### src/rtl/core/multiset_combination_generator_core_macros.svh
// Assertion macros used by the multiset combination generator RTL.
`ifndef MULTISET_COMBINATION_GENERATOR_CORE_MACROS_SVH
`define MULTISET_COMBINATION_GENERATOR_CORE_MACROS_SVH
`ifndef SYNTH
// Antecedent implies consequent in the same cycle.
`define MCG_ASSERT_SAME(label, clk, rst_n, ante, cons) \
	label: assert property (@(posedge clk) disable iff (!rst_n) (ante) |-> (cons)) \
		else $error("mcg assertion failed");
// Antecedent implies consequent in the next cycle.
`define MCG_ASSERT_NEXT(label, clk, rst_n, ante, cons) \
	label: assert property (@(posedge clk) disable iff (!rst_n) (ante) |=> (cons)) \
		else $error("mcg assertion failed");
`else
`define MCG_ASSERT_SAME(label, clk, rst_n, ante, cons)
`define MCG_ASSERT_NEXT(label, clk, rst_n, ante, cons)
`endif
`endif

### src/rtl/core/mcg_pkg.sv
// Package with types and constants of the multiset combination generator.
package mcg_pkg;
	localparam int MAX_DISTINCT_DEF = 16;
	localparam int ID_BITS_DEF = 16;
	localparam int COUNT_BITS_DEF = 8;
	localparam int SIZE_W = 12;
	localparam int DIST_W = 5;
	localparam int IDX_W = 4;
	localparam int CMD_W = 2;
	localparam int CFG_IDX_W = 2;

	typedef enum logic [CMD_W-1:0] {
		CMD_LOAD = 2'd0,
		CMD_RESTART = 2'd1,
		CMD_NEXT = 2'd2,
		CMD_NOP = 2'd3
	} cmd_t;

	typedef enum logic [CFG_IDX_W-1:0] {
		REG_SUBSET_SIZE = 2'd0,
		REG_DISTINCT = 2'd1,
		REG_REPORT = 2'd2,
		REG_NONE = 2'd3
	} reg_idx_t;

	typedef enum logic [3:0] {
		S_IDLE, S_FP_RD, S_FP_WR, S_SC_RD, S_SC_CHK, S_RF_RD, S_RF_WR,
		S_EM_RD, S_EM_OUT, S_EM_END, S_EXH
	} state_t;

	typedef struct packed {
		logic [SIZE_W-1:0] subset_size;
		logic [DIST_W-1:0] distinct_count;
		logic report_outside;
		logic restart;
	} cfg_t;
endpackage

### src/rtl/core/mcg_ram.sv
// Simple dual-port synchronous RAM with a registered read port.
module mcg_ram #(
	parameter int WIDTH = 8,
	parameter int DEPTH = 16
) (
	input logic clk,
	input logic we,
	input logic [$clog2(DEPTH)-1:0] waddr,
	input logic [WIDTH-1:0] wdata,
	input logic re,
	input logic [$clog2(DEPTH)-1:0] raddr,
	output logic [WIDTH-1:0] rdata
);
	logic [WIDTH-1:0] mem [DEPTH];

	// Write port and registered read port.
	always_ff @(posedge clk) begin
		if (we) begin
			mem[waddr] <= wdata;
		end
		if (re) begin
			rdata <= mem[raddr];
		end
	end
endmodule

### src/rtl/core/mcg_seq.sv
// Sequencer that walks the entry and pick memories and emits result items.
`include "multiset_combination_generator_core_macros.svh"
module mcg_seq import mcg_pkg::*; #(
	parameter int MAX_DISTINCT = MAX_DISTINCT_DEF,
	parameter int ID_BITS = ID_BITS_DEF,
	parameter int COUNT_BITS = COUNT_BITS_DEF
) (
	input logic clk,
	input logic arst_n,
	input cfg_t cfg,
	input logic in_valid,
	output logic in_ready,
	input logic [CMD_W-1:0] in_cmd,
	input logic [IDX_W-1:0] in_idx,
	input logic [ID_BITS-1:0] in_id,
	input logic [COUNT_BITS-1:0] in_mult,
	output logic out_valid,
	input logic out_ready,
	output logic [ID_BITS-1:0] out_element,
	output logic [COUNT_BITS-1:0] out_count,
	output logic [COUNT_BITS-1:0] out_leftover,
	output logic out_last,
	output logic out_exhausted
);
	localparam int AW = $clog2(MAX_DISTINCT);
	localparam int CW = $clog2(MAX_DISTINCT + 1);
	localparam int SA = COUNT_BITS + CW;
	localparam int SW = (SA > SIZE_W ? SA : SIZE_W) + 1;
	localparam int EW = ID_BITS + COUNT_BITS;

	state_t state_q, state_d;
	logic [CW-1:0] idx_q, idx_d, n;
	logic [SW-1:0] tail_q, tail_d, room_q, room_d;
	logic first_q, first_d, done_q, done_d;
	logic held_v_q, held_v_d;
	logic [ID_BITS-1:0] held_id_q, held_id_d;
	logic [COUNT_BITS-1:0] held_cnt_q, held_cnt_d, held_left_q, held_left_d;

	logic ent_we, ent_re, pick_we, pick_re;
	logic [AW-1:0] ent_waddr, mem_raddr, pick_waddr;
	logic [EW-1:0] ent_wdata, ent_rdata;
	logic [COUNT_BITS-1:0] pick_wdata, pick_rd, mult_rd, min_v;
	logic [ID_BITS-1:0] id_rd;
	logic out_free, push, push_last, push_exh;

	assign n = (32'(cfg.distinct_count) > MAX_DISTINCT) ? CW'(MAX_DISTINCT)
		: CW'(cfg.distinct_count);
	assign id_rd = ent_rdata[EW-1:COUNT_BITS];
	assign mult_rd = ent_rdata[COUNT_BITS-1:0];
	assign mem_raddr = idx_q[AW-1:0];
	assign out_free = !out_valid || out_ready;
	assign in_ready = (state_q == S_IDLE);
	// Clamp the running total to an entry's multiplicity.
	assign min_v = (SW'(mult_rd) < tail_q) ? mult_rd : COUNT_BITS'(tail_q);

	mcg_ram #(.WIDTH(EW), .DEPTH(MAX_DISTINCT)) u_ent (
		.clk(clk), .we(ent_we), .waddr(ent_waddr), .wdata(ent_wdata),
		.re(ent_re), .raddr(mem_raddr), .rdata(ent_rdata)
	);
	mcg_ram #(.WIDTH(COUNT_BITS), .DEPTH(MAX_DISTINCT)) u_pick (
		.clk(clk), .we(pick_we), .waddr(pick_waddr), .wdata(pick_wdata),
		.re(pick_re), .raddr(mem_raddr), .rdata(pick_rd)
	);

	// State and control registers.
	always_ff @(posedge clk or negedge arst_n) begin
		if (!arst_n) begin
			state_q <= S_IDLE;
			first_q <= 1'b1;
			done_q <= 1'b0;
			held_v_q <= 1'b0;
		end else begin
			state_q <= state_d;
			first_q <= first_d;
			done_q <= done_d;
			held_v_q <= held_v_d;
		end
	end

	// Working registers.
	always_ff @(posedge clk) begin
		idx_q <= idx_d;
		tail_q <= tail_d;
		room_q <= room_d;
		held_id_q <= held_id_d;
		held_cnt_q <= held_cnt_d;
		held_left_q <= held_left_d;
	end

	// Output register.
	always_ff @(posedge clk or negedge arst_n) begin
		if (!arst_n) begin
			out_valid <= 1'b0;
		end else if (push) begin
			out_valid <= 1'b1;
		end else if (out_ready) begin
			out_valid <= 1'b0;
		end
	end

	always_ff @(posedge clk) begin
		if (push) begin
			out_element <= push_exh ? '0 : held_id_q;
			out_count <= push_exh ? '0 : held_cnt_q;
			out_leftover <= push_exh ? '0 : held_left_q;
			out_last <= push_last;
			out_exhausted <= push_exh;
		end
	end

	// Next state and memory controls.
	always_comb begin
		state_d = state_q;
		idx_d = idx_q;
		tail_d = tail_q;
		room_d = room_q;
		first_d = first_q;
		done_d = done_q;
		held_v_d = held_v_q;
		held_id_d = held_id_q;
		held_cnt_d = held_cnt_q;
		held_left_d = held_left_q;
		ent_we = 1'b0;
		ent_re = 1'b0;
		ent_waddr = AW'(in_idx);
		ent_wdata = {in_id, in_mult};
		pick_we = 1'b0;
		pick_re = 1'b0;
		pick_waddr = idx_q[AW-1:0];
		pick_wdata = min_v;
		push = 1'b0;
		push_last = 1'b0;
		push_exh = 1'b0;
		if (cfg.restart) begin
			first_d = 1'b1;
			done_d = 1'b0;
		end
		case (state_q)
			S_IDLE: begin
				if (in_valid) begin
					case (cmd_t'(in_cmd))
						CMD_LOAD: begin
							ent_we = (32'(in_idx) < MAX_DISTINCT);
							first_d = 1'b1;
							done_d = 1'b0;
						end
						CMD_RESTART: begin
							first_d = 1'b1;
							done_d = 1'b0;
						end
						CMD_NEXT: begin
							if (done_q) begin
								state_d = S_EXH;
							end else if (first_q) begin
								first_d = 1'b0;
								idx_d = '0;
								tail_d = SW'(cfg.subset_size);
								state_d = S_FP_RD;
							end else if (n == '0) begin
								done_d = 1'b1;
								state_d = S_EXH;
							end else begin
								idx_d = n - 1'b1;
								tail_d = '0;
								room_d = '0;
								state_d = S_SC_RD;
							end
						end
						default: begin
						end
					endcase
				end
			end
			// First pick: fill greedily from the front.
			S_FP_RD: begin
				if (idx_q == n) begin
					held_v_d = 1'b0;
					idx_d = '0;
					if (tail_q == '0 && cfg.subset_size != '0) begin
						state_d = S_EM_RD;
					end else begin
						done_d = 1'b1;
						state_d = S_EXH;
					end
				end else begin
					ent_re = 1'b1;
					state_d = S_FP_WR;
				end
			end
			S_FP_WR: begin
				pick_we = 1'b1;
				tail_d = tail_q - SW'(min_v);
				idx_d = idx_q + 1'b1;
				state_d = S_FP_RD;
			end
			// Scan back for an entry that can give up one copy.
			S_SC_RD: begin
				ent_re = 1'b1;
				pick_re = 1'b1;
				state_d = S_SC_CHK;
			end
			S_SC_CHK: begin
				if (pick_rd != '0 && room_q >= tail_q + 1'b1) begin
					pick_we = 1'b1;
					pick_wdata = pick_rd - 1'b1;
					tail_d = tail_q + 1'b1;
					idx_d = idx_q + 1'b1;
					if (idx_q + 1'b1 == n) begin
						held_v_d = 1'b0;
						idx_d = '0;
						state_d = S_EM_RD;
					end else begin
						state_d = S_RF_RD;
					end
				end else begin
					tail_d = tail_q + SW'(pick_rd);
					room_d = room_q + SW'(mult_rd);
					if (idx_q == '0) begin
						done_d = 1'b1;
						state_d = S_EXH;
					end else begin
						idx_d = idx_q - 1'b1;
						state_d = S_SC_RD;
					end
				end
			end
			// Refill the entries after the decremented one.
			S_RF_RD: begin
				ent_re = 1'b1;
				state_d = S_RF_WR;
			end
			S_RF_WR: begin
				pick_we = 1'b1;
				tail_d = tail_q - SW'(min_v);
				idx_d = idx_q + 1'b1;
				if (idx_q + 1'b1 == n) begin
					held_v_d = 1'b0;
					idx_d = '0;
					state_d = S_EM_RD;
				end else begin
					state_d = S_RF_RD;
				end
			end
			// Emit nonzero entries, holding one back to mark the last.
			S_EM_RD: begin
				if (idx_q == n) begin
					state_d = S_EM_END;
				end else begin
					ent_re = 1'b1;
					pick_re = 1'b1;
					state_d = S_EM_OUT;
				end
			end
			S_EM_OUT: begin
				if (pick_rd == '0) begin
					idx_d = idx_q + 1'b1;
					state_d = S_EM_RD;
				end else if (!held_v_q || out_free) begin
					push = held_v_q;
					held_v_d = 1'b1;
					held_id_d = id_rd;
					held_cnt_d = pick_rd;
					held_left_d = cfg.report_outside ? mult_rd - pick_rd : '0;
					idx_d = idx_q + 1'b1;
					state_d = S_EM_RD;
				end
			end
			S_EM_END: begin
				if (!held_v_q) begin
					state_d = S_IDLE;
				end else if (out_free) begin
					push = 1'b1;
					push_last = 1'b1;
					held_v_d = 1'b0;
					state_d = S_IDLE;
				end
			end
			S_EXH: begin
				if (out_free) begin
					push = 1'b1;
					push_exh = 1'b1;
					state_d = S_IDLE;
				end
			end
			default: begin
				state_d = S_IDLE;
			end
		endcase
	end

	`MCG_ASSERT_SAME(a_pick_wr_state, clk, arst_n, pick_we, (state_q == S_FP_WR || state_q == S_SC_CHK || state_q == S_RF_WR))
	`MCG_ASSERT_SAME(a_exh_clean, clk, arst_n, out_valid && out_exhausted, (out_element == '0 && out_count == '0 && !out_last))
	`MCG_ASSERT_SAME(a_end_has_item, clk, arst_n, state_q == S_EM_END, held_v_q)
	`MCG_ASSERT_NEXT(a_next_leaves_idle, clk, arst_n, in_valid && in_ready && in_cmd == CMD_NEXT, state_q != S_IDLE)
endmodule

### src/rtl/core/multiset_combination_generator_core.sv
// Operation: a next command steps the pick (scan back over the used entries, then
// refill the entries after the decremented one) and then reads each entry to emit it.
// Throughput: one command at a time; loads and restarts leave the sequencer idle.
// Stepping is paced by the single read port of each of the entry and pick memories.
// Reset: asynchronous, active low; registers return to 1, 1, 1; entries undefined.
module multiset_combination_generator_core import mcg_pkg::*; #(
	parameter int MAX_DISTINCT = MAX_DISTINCT_DEF,
	parameter int ID_BITS = ID_BITS_DEF,
	parameter int COUNT_BITS = COUNT_BITS_DEF,
	localparam int IN_W = ((IDX_W + ID_BITS + COUNT_BITS + 7) / 8) * 8,
	localparam int OUT_W = ((ID_BITS + 2 * COUNT_BITS + 7) / 8) * 8
) (
	input logic clk,
	input logic arst_n,
	input logic cfg_valid,
	output logic cfg_ready,
	input logic [CFG_IDX_W-1:0] cfg_index,
	input logic [SIZE_W-1:0] cfg_data,
	input logic s_tvalid,
	output logic s_tready,
	// entry_index, element_id, multiplicity, zero fill
	input logic [IN_W-1:0] s_tdata,
	// command
	input logic [CMD_W-1:0] s_tuser,
	output logic m_tvalid,
	input logic m_tready,
	// out_element, out_count, leftover, zero fill
	output logic [OUT_W-1:0] m_tdata,
	// exhausted
	output logic m_tuser,
	output logic m_tlast
);
	cfg_t cfg;
	logic [SIZE_W-1:0] size_q;
	logic [DIST_W-1:0] dist_q;
	logic report_q, cfg_wr;
	logic [ID_BITS-1:0] o_id;
	logic [COUNT_BITS-1:0] o_cnt, o_left;

	assign cfg_ready = 1'b1;
	assign cfg_wr = cfg_valid && cfg_ready;

	// Configuration registers.
	always_ff @(posedge clk or negedge arst_n) begin
		if (!arst_n) begin
			size_q <= SIZE_W'(1);
			dist_q <= DIST_W'(1);
			report_q <= 1'b1;
		end else if (cfg_wr) begin
			case (reg_idx_t'(cfg_index))
				REG_SUBSET_SIZE: size_q <= cfg_data;
				REG_DISTINCT: dist_q <= cfg_data[DIST_W-1:0];
				REG_REPORT: report_q <= cfg_data[0];
				default: begin
				end
			endcase
		end
	end

	// A size or entry count write restarts the enumeration.
	assign cfg.subset_size = size_q;
	assign cfg.distinct_count = dist_q;
	assign cfg.report_outside = report_q;
	assign cfg.restart = cfg_wr && (cfg_index == REG_SUBSET_SIZE || cfg_index == REG_DISTINCT);

	mcg_seq #(
		.MAX_DISTINCT(MAX_DISTINCT), .ID_BITS(ID_BITS), .COUNT_BITS(COUNT_BITS)
	) u_seq (
		.clk(clk), .arst_n(arst_n), .cfg(cfg),
		.in_valid(s_tvalid), .in_ready(s_tready), .in_cmd(s_tuser),
		.in_idx(s_tdata[IDX_W-1:0]),
		.in_id(s_tdata[IDX_W+ID_BITS-1:IDX_W]),
		.in_mult(s_tdata[IDX_W+ID_BITS+COUNT_BITS-1:IDX_W+ID_BITS]),
		.out_valid(m_tvalid), .out_ready(m_tready),
		.out_element(o_id), .out_count(o_cnt), .out_leftover(o_left),
		.out_last(m_tlast), .out_exhausted(m_tuser)
	);

	// Pack the result transaction.
	assign m_tdata = OUT_W'({o_left, o_cnt, o_id});
endmodule
### config.mk
export PLATFORM = sky130hd
export DESIGN_NAME = multiset_combination_generator_core
export DESIGN_NICKNAME = d
export VERILOG_FILES = /design/src/rtl/core/mcg_pkg.sv /design/src/rtl/core/mcg_ram.sv /design/src/rtl/core/mcg_seq.sv /design/src/rtl/core/multiset_combination_generator_core.sv
export VERILOG_INCLUDE_DIRS = /design/src /design/src/rtl/core
export SDC_FILE = /design/constraint.sdc
export NUM_CORES = 1
export LEC_CHECK = 0
export CAP_MARGIN = 20
export CORE_MARGIN = 5
export CORE_UTILIZATION = 55
export CTS_BUF_LIST = sky130_fd_sc_hd__clkbuf_16
export DETAILED_ROUTE_END_ITERATION = 8
export DONT_BUFFER_PORTS = 1
export PLACE_DENSITY_LB_ADDON = 0.12
export SYNTH_ARGS = -nofsm -noshare
export SYNTH_HDL_FRONTEND = slang
export SYNTH_HIERARCHICAL = 1
export SYNTH_SLANG_ARGS = --single-unit
### constraint.sdc
create_clock -name clk -period 6.18 [get_ports clk]
set_clock_uncertainty 0.1 [all_clocks]
set_input_delay 0.618 -clock clk [delete_from_list [all_inputs] [get_ports clk]]
set_output_delay 0.618 -clock clk [all_outputs]
set_load 0.03 [all_outputs]
Word level (Yosys, flattened, before mapping)
Memory sizes are Yosys's and may differ from the RTL's. A register that Yosys moved wholly into a read port is not among the register bits. Cells that the tools add are included.

Add/sub/neg operators: 9. Order comparisons: 3. Equality and inequality tests: 29. Muxes and demuxes: 90. Bitwise operators: 1. Reduce and logical (&&, ||, !) cells: 35.

Operators by type and width (count): 14-bit two-way mux (11); 5-bit two-way mux (12); 4-bit two-way mux (13); 4-bit one-hot mux with 11 select lines (1); 14-bit one-hot mux with 3 select lines (1); 1-bit two-way mux (38); 5-bit one-hot mux with 6 select lines (1); 14-bit by 8-bit adder with 14-bit output (2); 14-bit one-hot mux with 2 select lines (1); 8-bit two-way mux (3); 4-bit by 3-bit equality test with 1-bit output (second input constant) (4); 14-bit by 1-bit adder with 14-bit output (second input constant) (1); 14-bit >= comparator (1); 14-bit logical NOT (1); 8-bit by 14-bit less-than comparator with 1-bit output (1); 14-bit by 8-bit subtractor with 14-bit output (1); 4-bit equality test (second input constant) (3); 2-bit != test (second input constant) (6); 12-bit nonzero test (1); 5-bit equality test (2); 5-bit logical NOT (2); 1-bit one-hot mux with 2 select lines (5); 5-bit AND reduction (2); 5-bit by 1-bit subtractor with 5-bit output (second input constant) (2); other kinds (31) (52).

Flip-flop bits (word level): 125. RAM bits: 512. Input port bits: 53. Output and inout bits: 37. Memories: 2.

Memories: u_seq.u_ent.mem (words 16, width 24, read ports 1, clocked after Yosys merged registers in 1, wr ports 1, RTL line mcg_ram.sv:14) `logic [WIDTH-1:0] mem [DEPTH];`; u_seq.u_pick.mem (words 16, width 8, read ports 1, clocked after Yosys merged registers in 1, wr ports 1, RTL line mcg_ram.sv:14).

Longest topological paths before layout
Gate-level depths: netlist of run 1.

Depth after elaboration: 10. Gate-level depth with buffers: 19.

Cells and area by module
Netlist of run 1, hierarchy kept.

Modules (own cells, without submodules): mcg_ram at u_seq.u_ent (times used 1, cells each 636, area each 15170.8 sq um); mcg_seq (times used 1, cells each 834, area each 7922.6 sq um); mcg_ram at u_seq.u_pick (times used 1, cells each 229, area each 5227.5 sq um); multiset_combination_generator_core (times used 1, cells each 43, area each 719.4 sq um).

Least setup slack after synthesis of run 1
OpenSTA, ideal clock, no wires.

Path kind: register to register. Start: register u_seq.state_q[1]. End: register u_seq.held_cnt_q[0], enable pin. Setup time: 0.501 ns. Arrival time: 4.076 ns. Setup slack: 1.503 ns. Stages on the path, launching flop included: 5. Buffers on the path: 1. Clock period less this slack: 4.677 ns. Cell sequence: dfrtp_1 -> clkbuf_1 -> nor2_1 -> nand2_1 -> nor4_1.

Longest elaborated chain between the ends: 2.

Ends and longest elaborated chain: start: declaration (RTL line mcg_seq.sv:31) `state_t state_q, state_d;`; start signal: assignment (RTL line mcg_seq.sv:73) `state_q <= state_d;`; 4-bit equality test (RTL line mcg_seq.sv:138) `case (state_q)`; 3-bit AND reduction (no line); end signal: assignment (RTL line mcg_seq.sv:86) `held_cnt_q <= held_cnt_d;`; end: declaration (RTL line mcg_seq.sv:37) `logic [COUNT_BITS-1:0] held_cnt_q, held_cnt_d, held_left_q, held_left_d;`.

No other way between the ends. A chain may end at the register's enable or synchronous reset.

Worst setup path in the final report of run 1
Start: register u_seq.tail_q[1]. End: register u_seq.tail_q[8] (data pin).

Longest elaborated chain between the ends: 5.

Ends and longest elaborated chain: start: declaration (RTL line mcg_seq.sv:33) `logic [SW-1:0] tail_q, tail_d, room_q, room_d;`; start signal: assignment (RTL line mcg_seq.sv:83) `tail_q <= tail_d;`; 14-bit by 1-bit adder with 14-bit output (RTL line mcg_seq.sv:203, mcg_seq.sv:206); 14-bit >= comparator (RTL line mcg_seq.sv:203) `if (pick_rd != '0 && room_q >= tail_q + 1'b1) begin`; 1-bit logical AND (RTL line mcg_seq.sv:203); 14-bit two-way mux (RTL line mcg_seq.sv:203); 14-bit one-hot mux with 3 select lines (*) (RTL line mcg_seq.sv:138); named net u_seq.tail_d[8] (RTL line mcg_seq.sv:33).

Mark *: on every way through the listed nets, which the timed path passes. The rest lies on a longest branch.

==> flow_metrics.py, run 1 <==
metrics = {
    "synthesis": {
        "avgSynthCellArea_um2": 16.7,
        "synth_cells": 1742,
        "synth_enable_flop_cells": 643,
        "synthDistinctLibCells": 86,
        "ys.flop_type": "edfxtp_1",
        "yosys_warnings": 6,
        "synthesis.area_um2": 29000,
        "seq_area_frac_synth_pct": 68.7,
        "synth_fp_nets": 1858,
        "ys_seq_elements": 669,
        "async_reset_ff_share_pct": 3.89,
    },
    "worst_setup_path": {
        "start_kind": "register",
        "worstSetupEndpoint": "u_seq/tail_q[8]$_DFFE_PP_",
        "end_kind": "register",
        "cp_max_fo": 14,
        "r2r_start": "u_seq/tail_q[1]$_DFFE_PP_",
        "reg2reg_depth": 19,
        "crit_type": "register to register",
        "required_ns": 6.43,
        "cp.arrival_ns": 5.52,
        "rrSetupSlack_ns": 0.91,
        "worstReg2RegEnd": "u_seq/tail_q[8]$_DFFE_PP_",
        "worstSetupStartpoint": "u_seq/tail_q[1]$_DFFE_PP_",
    },
    "cells_and_area": {
        "multi_input_area_um2": 8600,
        "diodes": 0,
        "seq_area_um2": 20000,
        "final_util_pct": 61.8,
        "final_nets": 1906,
        "drive_gt1_share_pct": 17.0,
        "nFillCells": 3773,
        "final_area_um2": 32400,
        "syn2layout_area_growth_pct": 11.7,
    },
    "pwr": {
        "leakage_nw": 10.8,
        "peakVddDrop_mv": 0.356,
        "p_per_area_nw_per_um2": 494,
        "p_total_mw": 16.0,
    },
    "sta": {
        "tightestPinTransition_ns": 1.06,
        "max_freq_mhz": 190,
        "maxSlewHeadroom_pct": 29.1,
        "rsz0062_at_grt": "false",
        "period_share_pct": 85.3,
        "hold_violations": 0,
        "fin_tns_setup_ns": 0,
        "min_period_ns": 5.27,
        "setup_viol": 0,
        "finalMaxSlewViolations": 0,
    },
    "drt": {
        "drc": 0,
        "wl_per_cell_um": 24.9,
        "first_pass_iters": 6,
        "drt_iter0_markers": 1269,
        "via_count": 15600,
        "drt-total-wl_um": 62900,
        "ant_nets": 0,
        "drt-vias-per-instance": 6.17,
    },
    "clocking": {
        "root_buffer": "clkbuf_16",
        "clockBufferDepth": 3,
        "numCtsBuffers": 69,
        "post_cts_buffers": 0,
        "clkSinkCount": 669,
        "clk_pin_slew_ns": 0.06,
        "cts_max_level": 3,
        "cts_tree": "done",
        "insertion_delay_ns": 0.59,
    },
    "floorplanning": {
        "die_h_um": 240,
        "die_area_um2": 57500,
        "coreArea_um2": 52400,
        "fp.dieW_um": 240,
        "io_pins": 90,
        "initial_core_util_pct": 55.4,
        "rows": 84,
    },
    "grt": {
        "grt.overflow.total": 0,
        "grt_pass1_vias": 15500,
        "grt_use_total_pct": 22.1,
        "grt_max_degree": 136,
        "antenna_found_initial": 1,
        "grt_pass1_wl_um": 95400,
    },
    "status": {
        "status": "finished, final reports clean",
    },
    "job": {
        "maxCapViolations": 0,
    },
    "placed_design": {
        "port_buffers": 0,
        "gp_congestion": 0.866,
        "dp_hpwl_um": 38000,
        "placed_area_um2": 29900,
    },
    "hold_path": {
        "hp-class": "input pin to register",
    },
}
-- where the power goes --
part	leakage [nW]	switching [mW]	internal, mW	total, mW
registers	6.13	0.455	5.86	6.31
logic	3.49	3.37	2.27	5.64
clock network	1.15	1.66	2.40	4.06
-- per-layer routing --
metal | global-route usage (%) | up-vias | routed length, µm
met5 | 0 | - | 13
met4 | 6.24 | 2 | 1300
li1 | - | 7053 | -
met1 | 31.5 | 8013 | 27000
met2 | 36.1 | 447 | 31200
met3 | 3.59 | 90 | 3350
-- layout by cell type (no fill, tap or decap), drive strengths merged, types with 11 or more instances in the layout --
master / n
nand3: 35
ha: 59
mux4: 128
o21ai: 50
nor3b: 11
clkinv: 20
nor2b: 22
a21oi: 47
a22oi: 70
inv: 70
nor3: 34
xnor2: 38
xor2: 12
buf: 36
mux2: 22
nand2: 101
dlygate4sd3: 25
nand3b: 15
a31oi: 12
nor2: 87
and2: 39
edfxtp: 643
nand2b: 11
clkbuf: 72
dfrtp: 22
-- critical path, stage by stage, from the launching register on --
cell and delay (ns):
edfxtp_1 0.55, inv_1 0.20, ha_1 0.32, a21o_1 0.10, a21o_1 0.11, a211oi_1 0.07
o21bai_1 0.72, a21oi_1 0.17, o21ai_0 0.23, nand2_1 0.10, ha_1 0.22, fa_1 0.44
nor2b_1 0.12, o21ai_0 0.10, a21oi_1 0.21, o21ai_0 0.13, a21oi_1 0.35, a211oi_1 0.12
a221o_1 0.36, a221o_1 0.32
-- per-stage QoR --
step | hold slack (ns) | worst slack (ns) | cells
floorplan | 0.222 | 1.50 | 1742
global placement | 0.223 | 0.986 | 2379
detailed placement | 0.223 | 0.987 | 2380
CTS | 0.0361 | 0.978 | 2529
global route | 0.0504 | 0.469 | 2530
finish | 0.0711 | 0.910 | 2530
-- final cells by class --
cell class	instances	share of cell area [%]
clock inverter	51	1.34
tap	688	2.65
timing repair buffer	61	1.79
clock buffer	72	5.55
multi-input combinational	939	26.5
inverter	50	0.579
sequential	669	61.5
-- logic make-up after synthesis --
| family | share of synthesized area [%] |
|---|---|
| AND/OR/NAND/NOR | 7.39 |
| buffers and inverters | 2.15 |
| flip-flops | 68.7 |
| XOR/XNOR | 1.51 |
| AO/OA/AOI/OAI | 6.20 |
| multiplexers | 11.2 |
| other | 0.0129 |
| adder cells (fa/ha/maj) | 2.82 |
-- how the worst min path moves through the flow --
stage	depth (start not counted)	end	slack [ns]	startpoint
global placement	0	dist_q[2]$_DFFE_PN0P_	0.22	arst_n
floorplan	0	dist_q[1]$_DFFE_PN0P_	0.22	arst_n
detailed placement	0	dist_q[2]$_DFFE_PN0P_	0.22	arst_n
finish	1	report_q$_DFFE_PN1P_	0.07	cfg_data[0]
CTS	1	dist_q[1]$_DFFE_PN0P_	0.04	cfg_data[1]
global route	1	size_q[1]$_DFFE_PN0P_	0.05	cfg_data[1]
-- Yosys cell counts, types with 8 or more instances --
cell type / n / area share (%)
nor3_1: 34 / 0.59
nand2b_1: 11 / 0.24
and4_1: 8 / 0.24
inv_1: 49 / 0.63
o21a_1: 8 / 0.21
a31oi_1: 12 / 0.26
nand3b_1: 15 / 0.39
a21oi_1: 47 / 0.81
xor2_1: 12 / 0.36
buf_6: 9 / 0.35
and2_1: 39 / 0.84
edfxtp_1: 643 / 66
a22oi_1: 69 / 1.8
dfrtp_1: 22 / 1.9
ha_1: 59 / 2.5
mux4_2: 114 / 8.8
a211oi_1: 8 / 0.21
o221ai_1: 9 / 0.27
o311ai_0: 8 / 0.24
buf_2: 18 / 0.31
xnor2_1: 38 / 1.1
nand3_1: 34 / 0.59
nor2_1: 85 / 1.1
nor3b_1: 10 / 0.26
nand2_1: 100 / 1.3
mux2_2: 21 / 0.81
o21ai_0: 47 / 0.81
clkbuf_1: 49 / 0.63
nor2b_1: 22 / 0.47
mux4_1: 14 / 1.3
-- registers in the layout (all words and copies together) (netlist names), 12 cells and up --
name / cells
u_seq/room_q: 14
u_seq/out_element: 16
size_q: 12
u_seq/u_ent/rdata: 24
u_seq/tail_q: 14
u_seq/u_ent/mem: 384
u_seq/u_pick/mem: 128
u_seq/held_id_q: 16
-- what timing repair did --
action,CTS,global route
hold buffers,26,0
endpoints found under the hold margin,410,0
resized for setup,0,0
Note: power is estimated with default switching activity, not from simulation.
==> run 2: changes to the inputs <==
--- a/config.mk
+++ b/config.mk
@@ -13,7 +13,7 @@
 export DETAILED_ROUTE_END_ITERATION = 8
 export DONT_BUFFER_PORTS = 1
 export PLACE_DENSITY_LB_ADDON = 0.12
+export REMOVE_ABC_BUFFERS = 1
 export SYNTH_ARGS = -nofsm -noshare
 export SYNTH_HDL_FRONTEND = slang
-export SYNTH_HIERARCHICAL = 1
 export SYNTH_SLANG_ARGS = --single-unit
==> run 2 against run 1 <==
Setup slack lost 0.022 ns. Synthesized cell count shrank 6.0%. Combinational power shrank 12%. First-iteration DRC count grew 12%. Sequential share of layout area grew 0.29 points. Core utilization grew 0.70 points. Register-to-register slack lost 0.02 ns. Global-route usage grew 0.40 points. Power shrank 5.1%.
==> flow_metrics.py, run 2 <==
metrics = {
    "synthesis": {
        "async_reset_ff_share_pct": 3.89,
        "seq_area_frac_synth_pct": 69.3,
        "synth_top_area_cell": "edfxtp_1",
        "synthDistinctLibCells": 89,
        "ys.flop_type": "edfxtp_1",
        "synth_compound_area_share_pct": 5.07,
        "synth_enable_flop_cells": 643,
        "synthAdderAreaFrac_pct": 2.75,
        "synth_top_area_share_pct": 67.0,
        "synth_xor_area_share_pct": 1.67,
        "synth.most_common_cell": "edfxtp_1",
        "post_synth_most_frequent_cells": "edfxtp_1, mux4_2, nor2_1",
        "synth_top_family_by_area": "multiplexers",
        "yosys_warnings": 0,
        "yosys.area_share.simple_pct": 6.11,
        "avgSynthCellArea_um2": 17.6,
        "synth.area.top_cells": "edfxtp_1, mux4_2, ha_1",
        "muxShareOfSynthArea_pct": 13.4,
        "ys_seq_elements": 669,
        "synthesis.area_um2": 28800,
        "synth_cells": 1637,
    },
    "sta": {
        "final.setup.worst_slack_ns": 0.888,
        "period_share_pct": 85.6,
        "tightestPinTransition_ns": 1.13,
        "finalMaxSlewViolations": 0,
        "max_freq_mhz": 189,
        "hold_violations": 0,
        "min_period_ns": 5.29,
        "rsz0062_at_grt": "false",
        "setup_viol": 0,
        "maxSlewHeadroom_pct": 24.3,
    },
    "clocking": {
        "cts_tree": "done",
        "clk_pin_slew_ns": 0.06,
        "cts_max_level": 3,
        "root_buffer": "clkbuf_16",
        "clkSinkCount": 669,
        "insertion_delay_ns": 0.60,
        "clockBufferDepth": 3,
        "numCtsBuffers": 70,
    },
    "worst_setup_path": {
        "rrSetupSlack_ns": 0.89,
        "cp.arrival_ns": 5.42,
        "start_kind": "register",
        "required_ns": 6.31,
        "reg2reg_depth": 15,
        "end_kind": "register",
        "crit_type": "register to register",
        "cp_max_fo": 8,
        "r2r_start": "u_seq.tail_q[6]$_DFFE_PP_",
        "worstReg2RegEnd": "u_seq.u_pick.mem[0][4]$_DFFE_PP_",
    },
    "cells_and_area": {
        "multi_input_area_um2": 8480,
        "reg_top3": "u_seq.u_ent.mem (384), u_seq.u_pick.mem (128), u_seq.u_ent.rdata (24)",
        "final_cells": 2433,
        "seq_area_um2": 20000,
        "final_util_pct": 62.5,
        "largest_reg_flops": 384,
        "final_area_um2": 32300,
        "top_register": "u_seq.u_ent.mem",
        "final_common_cell": "edfxtp_1",
        "final_cell_mix": "edfxtp_1, mux4_2, clkbuf_16, nor2_1, nand2_1",
        "nFillCells": 3621,
        "drive_gt1_share_pct": 21.1,
        "syn2layout_area_growth_pct": 12.1,
        "final_nets": 1811,
    },
    "floorplanning": {
        "die_h_um": 239,
        "coreArea_um2": 51600,
        "io_pins": 90,
        "rows": 83,
        "die_area_um2": 57000,
        "fp.dieW_um": 239,
        "initial_core_util_pct": 55.8,
    },
    "hold_path": {
        "min-delay-start": "cfg_data[2]",
        "hp-class": "input pin to register",
        "hold_path_end": "size_q[2]$_DFFE_PN0P_",
        "whs_path_depth": 1,
    },
    "grt": {
        "grt_pass1_wl_um": 96200,
        "grt_use_total_pct": 22.5,
        "grt_pass1_vias": 15300,
        "grt_max_degree": 134,
        "antenna_found_initial": 3,
        "grt.overflow.total": 0,
    },
    "drt": {
        "via_count": 15000,
        "drc": 0,
        "met3WireLength_um": 3450,
        "wl_met1_um": 27500,
        "ant_nets": 0,
        "wl_per_cell_um": 26.0,
        "drt-total-wl_um": 63300,
        "drt-vias-per-instance": 6.18,
        "wl_met2_um": 31000,
        "drt_iter0_markers": 1424,
        "first_pass_iters": 5,
        "top_layer_used": "met4",
    },
    "pwr": {
        "clkPwrFrac_pct": 26.7,
        "switching_share_pct": 32.5,
        "p_per_area_nw_per_um2": 471,
        "power_frac_comb_pct": 32.8,
        "peakVddDrop_mv": 0.352,
        "pwr-share-seq_pct": 40.5,
        "cell_internal_pwr_mw": 10.3,
        "p_total_mw": 15.2,
        "leakage_nw": 10.6,
        "p_switching_mw": 4.93,
    },
    "placed_design": {
        "place_ws_ns": 0.696,
        "port_buffers": 0,
        "post-place-cells": 2277,
        "gp_congestion": 0.886,
        "placed_area_um2": 29700,
        "dp_hpwl_um": 37600,
    },
    "job": {
        "maxCapViolations": 0,
    },
    "status": {
        "status": "finished, final reports clean",
    },
}
-- run 2: worst max path at each step --
stage                               from                               end  slack [ns]  depth (start not counted)
2_1_floorplan   u_seq.idx_q[0]$_DFFE_PP_          u_seq.idx_q[4]$_DFFE_PP_       -1.87                         11
3_3_place_gp   u_seq.tail_q[6]$_DFFE_PP_  u_seq.u_pick.mem[6][5]$_DFFE_PP_        0.84                         15
3_5_place_dp   u_seq.tail_q[6]$_DFFE_PP_  u_seq.u_pick.mem[4][5]$_DFFE_PP_        0.70                         15
4_1_cts        u_seq.tail_q[6]$_DFFE_PP_  u_seq.u_pick.mem[4][5]$_DFFE_PP_        0.64                         15
5_1_grt        u_seq.tail_q[6]$_DFFE_PP_  u_seq.u_pick.mem[0][1]$_DFFE_PP_        0.52                         15
6_report       u_seq.tail_q[6]$_DFFE_PP_  u_seq.u_pick.mem[0][4]$_DFFE_PP_        0.89                         15
-- run 2: logic make-up (layout without fill, tap and decap cells) --
family | count (synthesis) | in the layout
compound gates | 215 | 215
xor+xnor | 55 | 55
fa+ha+maj | 61 | 61
buf+inv | 118 | 232
flops | 669 | 669
mux | 182 | 182
other cells | 1 | 3
simple gates | 336 | 336
-- run 2: layout make-up --
| type | count | share of cell area (%) |
|---|---|---|
| diodes | 2 | 0.0155 |
| clock buffers | 72 | 5.58 |
| clock inverters | 54 | 1.35 |
| inverters | 42 | 0.488 |
| multi-input cells | 850 | 26.3 |
| flip-flops and latches | 669 | 61.8 |
| well taps | 680 | 2.64 |
| repair buffers | 64 | 1.81 |
-- run 2: timing repair --
item	in CTS	in global routing
hold endpoints to repair	410	0
hold buffers	26	0
resized for setup	0	0
buffers inserted	0	0
-- run 2: power by group through the flow --
stage,Clock [mW],Combinational [mW],Sequential [mW]
final,4.06,4.99,6.15
after global routing,4.34,5.46,6.20
after CTS,4.14,5.00,6.15
after detailed placement,0,4.93,6.24
after global placement,0,4.86,6.23
after floorplan,0,3.50,6.46
-- run 2: through the flow --
| step | TNS [ns] | hold slack, ns |
|---|---|---|
| floorplan | -105.14 | 0.222 |
| global placement | 0 | 0.223 |
| detailed placement | 0 | 0.223 |
| CTS | 0 | 0.0381 |
| global route | 0 | 0.0384 |
| finish | 0 | 0.0691 |
-- run 2: routing by layer --
layer	global-route usage (%)	vias up
met5	0	-
met4	5.77	0
met3	4.16	85
met2	35.4	438
met1	33.2	7850
li1	-	6667
-- run 2: critical path, cell delays in order, from the launching register on --
cell and delay [ns]:
edfxtp_1 0.60, inv_1 0.16, nor4_1 0.51, and3_1 0.32
nand4_1 0.13, xor2_1 0.18, ha_1 0.32, and3_1 0.16
o31a_1 0.12, o2111ai_1 0.11, a211oi_1 0.28, o211ai_1 0.27
a21o_1 0.26, nor2_1 0.54, nor2_1 0.21, nor2_1 0.65
==> run 3: changes to the inputs <==
--- a/config.mk
+++ b/config.mk
@@ -7,6 +7,7 @@
 export NUM_CORES = 1
 export LEC_CHECK = 0
 export CAP_MARGIN = 20
+export CORE_ASPECT_RATIO = 2
 export CORE_MARGIN = 5
 export CORE_UTILIZATION = 55
 export CTS_BUF_LIST = sky130_fd_sc_hd__clkbuf_16
==> run 3 against run 2 <==
Power decreased by 2.7%. Cell area decreased by 0.73%. Sequential power about the same. Hold slack got worse by 0.0060 ns. Critical path depth increased by 1. Register-to-register slack got worse by 0.35 ns. First-iteration DRC count decreased by 6.6%. Setup slack got worse by 0.35 ns. Flip-flop and latch count unchanged. Maximum frequency decreased by 6.1%. Non-clock buffer count increased by 10. Largest power group unchanged. Highest routed layer is now met5.
==> flow_metrics.py, run 3 (synthesis results as in run 2) <==
metrics = {
    "cells_and_area": {
        "final_cell_mix": "edfxtp_1, mux4_2, nor2_1, nand2_1",
        "nFillCells": 3696,
        "seq_area_um2": 20000,
        "largest_reg_flops": 384,
        "drive_gt1_share_pct": 20.9,
        "final_util_pct": 61.8,
        "reg_top3": "u_seq.u_ent.mem (384), u_seq.u_pick.mem (128), u_seq.u_ent.rdata (24)",
        "final_common_cell": "edfxtp_1",
        "final_area_um2": 32000,
        "top_register": "u_seq.u_ent.mem",
        "final_cells": 2401,
        "multi_input_area_um2": 8480,
        "syn2layout_area_growth_pct": 11.2,
        "final_nets": 1807,
    },
    "pwr": {
        "clkPwrFrac_pct": 24.4,
        "power_frac_comb_pct": 34.1,
        "switching_share_pct": 32.8,
        "peakVddDrop_mv": 0.433,
        "p_switching_mw": 4.85,
        "p_total_mw": 14.8,
        "leakage_nw": 10.5,
        "cell_internal_pwr_mw": 9.93,
        "p_per_area_nw_per_um2": 461,
        "pwr-share-seq_pct": 41.5,
    },
    "drt": {
        "wl_per_cell_um": 27.5,
        "first_pass_iters": 5,
        "drc": 0,
        "drt_iter0_markers": 1330,
        "drt-vias-per-instance": 6.24,
        "drt-total-wl_um": 66100,
        "via_count": 15000,
        "ant_nets": 0,
    },
    "floorplanning": {
        "fp.dieW_um": 172,
        "initial_core_util_pct": 55.6,
        "coreArea_um2": 51800,
        "io_pins": 90,
        "rows": 118,
        "die_h_um": 334,
        "die_area_um2": 57300,
    },
    "clocking": {
        "insertion_delay_ns": 0.61,
        "clockBufferDepth": 3,
        "post_cts_buffers": 0,
        "clk_pin_slew_ns": 0.07,
        "cts_max_level": 2,
        "root_buffer": "clkbuf_16",
        "cts_tree": "done",
        "numCtsBuffers": 56,
        "clkSinkCount": 669,
    },
    "worst_setup_path": {
        "r2r_start": "u_seq.tail_q[6]$_DFFE_PP_",
        "rrSetupSlack_ns": 0.54,
        "reg2reg_depth": 16,
        "end_kind": "register",
        "worstReg2RegEnd": "u_seq.u_pick.mem[11][4]$_DFFE_PP_",
        "start_kind": "register",
        "required_ns": 6.32,
        "crit_type": "register to register",
        "cp_max_fo": 8,
        "cp.arrival_ns": 5.78,
    },
    "status": {
        "status": "finished, final reports clean",
    },
    "sta": {
        "hold_ws_ns": 0.0631,
        "maxSlewHeadroom_pct": 24.2,
        "period_share_pct": 91.2,
        "tightestPinTransition_ns": 1.13,
        "finalMaxSlewViolations": 0,
        "rsz0062_at_grt": "false",
        "hold_violations": 0,
        "max_freq_mhz": 177,
        "setup_viol": 0,
        "min_period_ns": 5.64,
    },
    "placed_design": {
        "gp_congestion": 0.974,
        "dp_hpwl_um": 42000,
        "post-place-cells": 2261,
        "placed_area_um2": 29800,
        "port_buffers": 0,
    },
    "grt": {
        "grt_pass1_vias": 15800,
        "grt_max_degree": 130,
        "grt_pass1_wl_um": 98200,
        "antenna_found_initial": 4,
        "grt.overflow.total": 0,
        "grt_use_total_pct": 23.3,
    },
    "job": {
        "maxCapViolations": 0,
    },
    "hold_path": {
        "hold_path_end": "dist_q[4]$_DFFE_PN0P_",
        "whs_path_depth": 1,
        "min-delay-start": "cfg_data[4]",
        "hp-class": "input pin to register",
    },
}
[run 3: cell types whose count changed in the layout (fill, tap and decap cells not counted), sizes merged]
cell    delta
bufinv     +3
diode      +1
clkbuf    -13
clkinv     -5
buf        +8
inv        -6
[run 3: power groups by stage]
stage / clock (mW) / sequential, mW / combinational (mW)
6_report: 3.61 / 6.14 / 5.04
5_1_grt: 3.86 / 6.17 / 5.47
4_1_cts: 3.68 / 6.13 / 5.07
3_5_place_dp: 0 / 6.23 / 5.01
3_3_place_gp: 0 / 6.21 / 4.92
2_1_floorplan: 0 / 6.46 / 3.50
[run 3: worst max-delay path by stage]
| stage | from | slack, ns | depth (start not counted) | end |
|---|---|---|---|---|
| after detailed placement | u_seq.tail_q[6]$_DFFE_PP_ | 0.64 | 15 | u_seq.u_pick.mem[0][5]$_DFFE_PP_ |
| after global routing | u_seq.tail_q[6]$_DFFE_PP_ | 0.15 | 16 | u_seq.u_pick.mem[11][4]$_DFFE_PP_ |
| after global placement | u_seq.tail_q[6]$_DFFE_PP_ | 0.63 | 17 | u_seq.room_q[13]$_SDFFCE_PN0P_ |
| after CTS | u_seq.tail_q[6]$_DFFE_PP_ | 0.61 | 15 | u_seq.u_pick.mem[11][5]$_DFFE_PP_ |
| after floorplan | u_seq.idx_q[0]$_DFFE_PP_ | -1.87 | 11 | u_seq.idx_q[4]$_DFFE_PP_ |
| final | u_seq.tail_q[6]$_DFFE_PP_ | 0.54 | 16 | u_seq.u_pick.mem[11][4]$_DFFE_PP_ |
[run 3: layer usage]
| layer | GRT usage (%) | wire length, µm | vias up | share of wire, % |
|---|---|---|---|---|
| met5 | 0 | 13 | - | 0.020 |
| met4 | 9.14 | 2880 | 2 | 4.4 |
| met3 | 3.40 | 3200 | 142 | 4.8 |
| met2 | 42.8 | 36700 | 493 | 55 |
| met1 | 27.0 | 23400 | 7715 | 35 |
| li1 | - | - | 6630 | - |
[run 3: critical path, stage by stage, from the launching register on]
cell and delay, ns:
edfxtp_1 0.56, inv_1 0.16, nor4_1 0.45, and3_1 0.34, nand4_1 0.14, xor2_1 0.19
ha_1 0.38, and3_1 0.18, o31a_1 0.12, o2111ai_1 0.13, a211oi_1 0.27, o211ai_1 0.34
a21o_1 0.36, o21ai_0 0.76, nand2_1 0.13, nor2_1 0.19, and2_1 0.46
[run 3: what timing repair did]
item                                    CTS  global route
gates resized for setup                   0             0
endpoints found under the setup margin    0             0
hold buffers                             26             0
hold endpoints to repair                410             0
[run 3: layout make-up]
cell class,instances,area share [%]
diodes,3,0.0234
clock buffers,57,4.45
clock inverters,46,1.36
inverters,42,0.492
multi-input cells,850,26.5
flip-flops and latches,669,62.3
well taps,660,2.58
repair buffers,74,2.33
[run 3: through the flow]
step	setup WS (ns)	setup TNS [ns]
finish	0.542	0
floorplan	-1.87	-105.14
global route	0.150	0
global placement	0.627	0
detailed placement	0.638	0
CTS	0.611	0
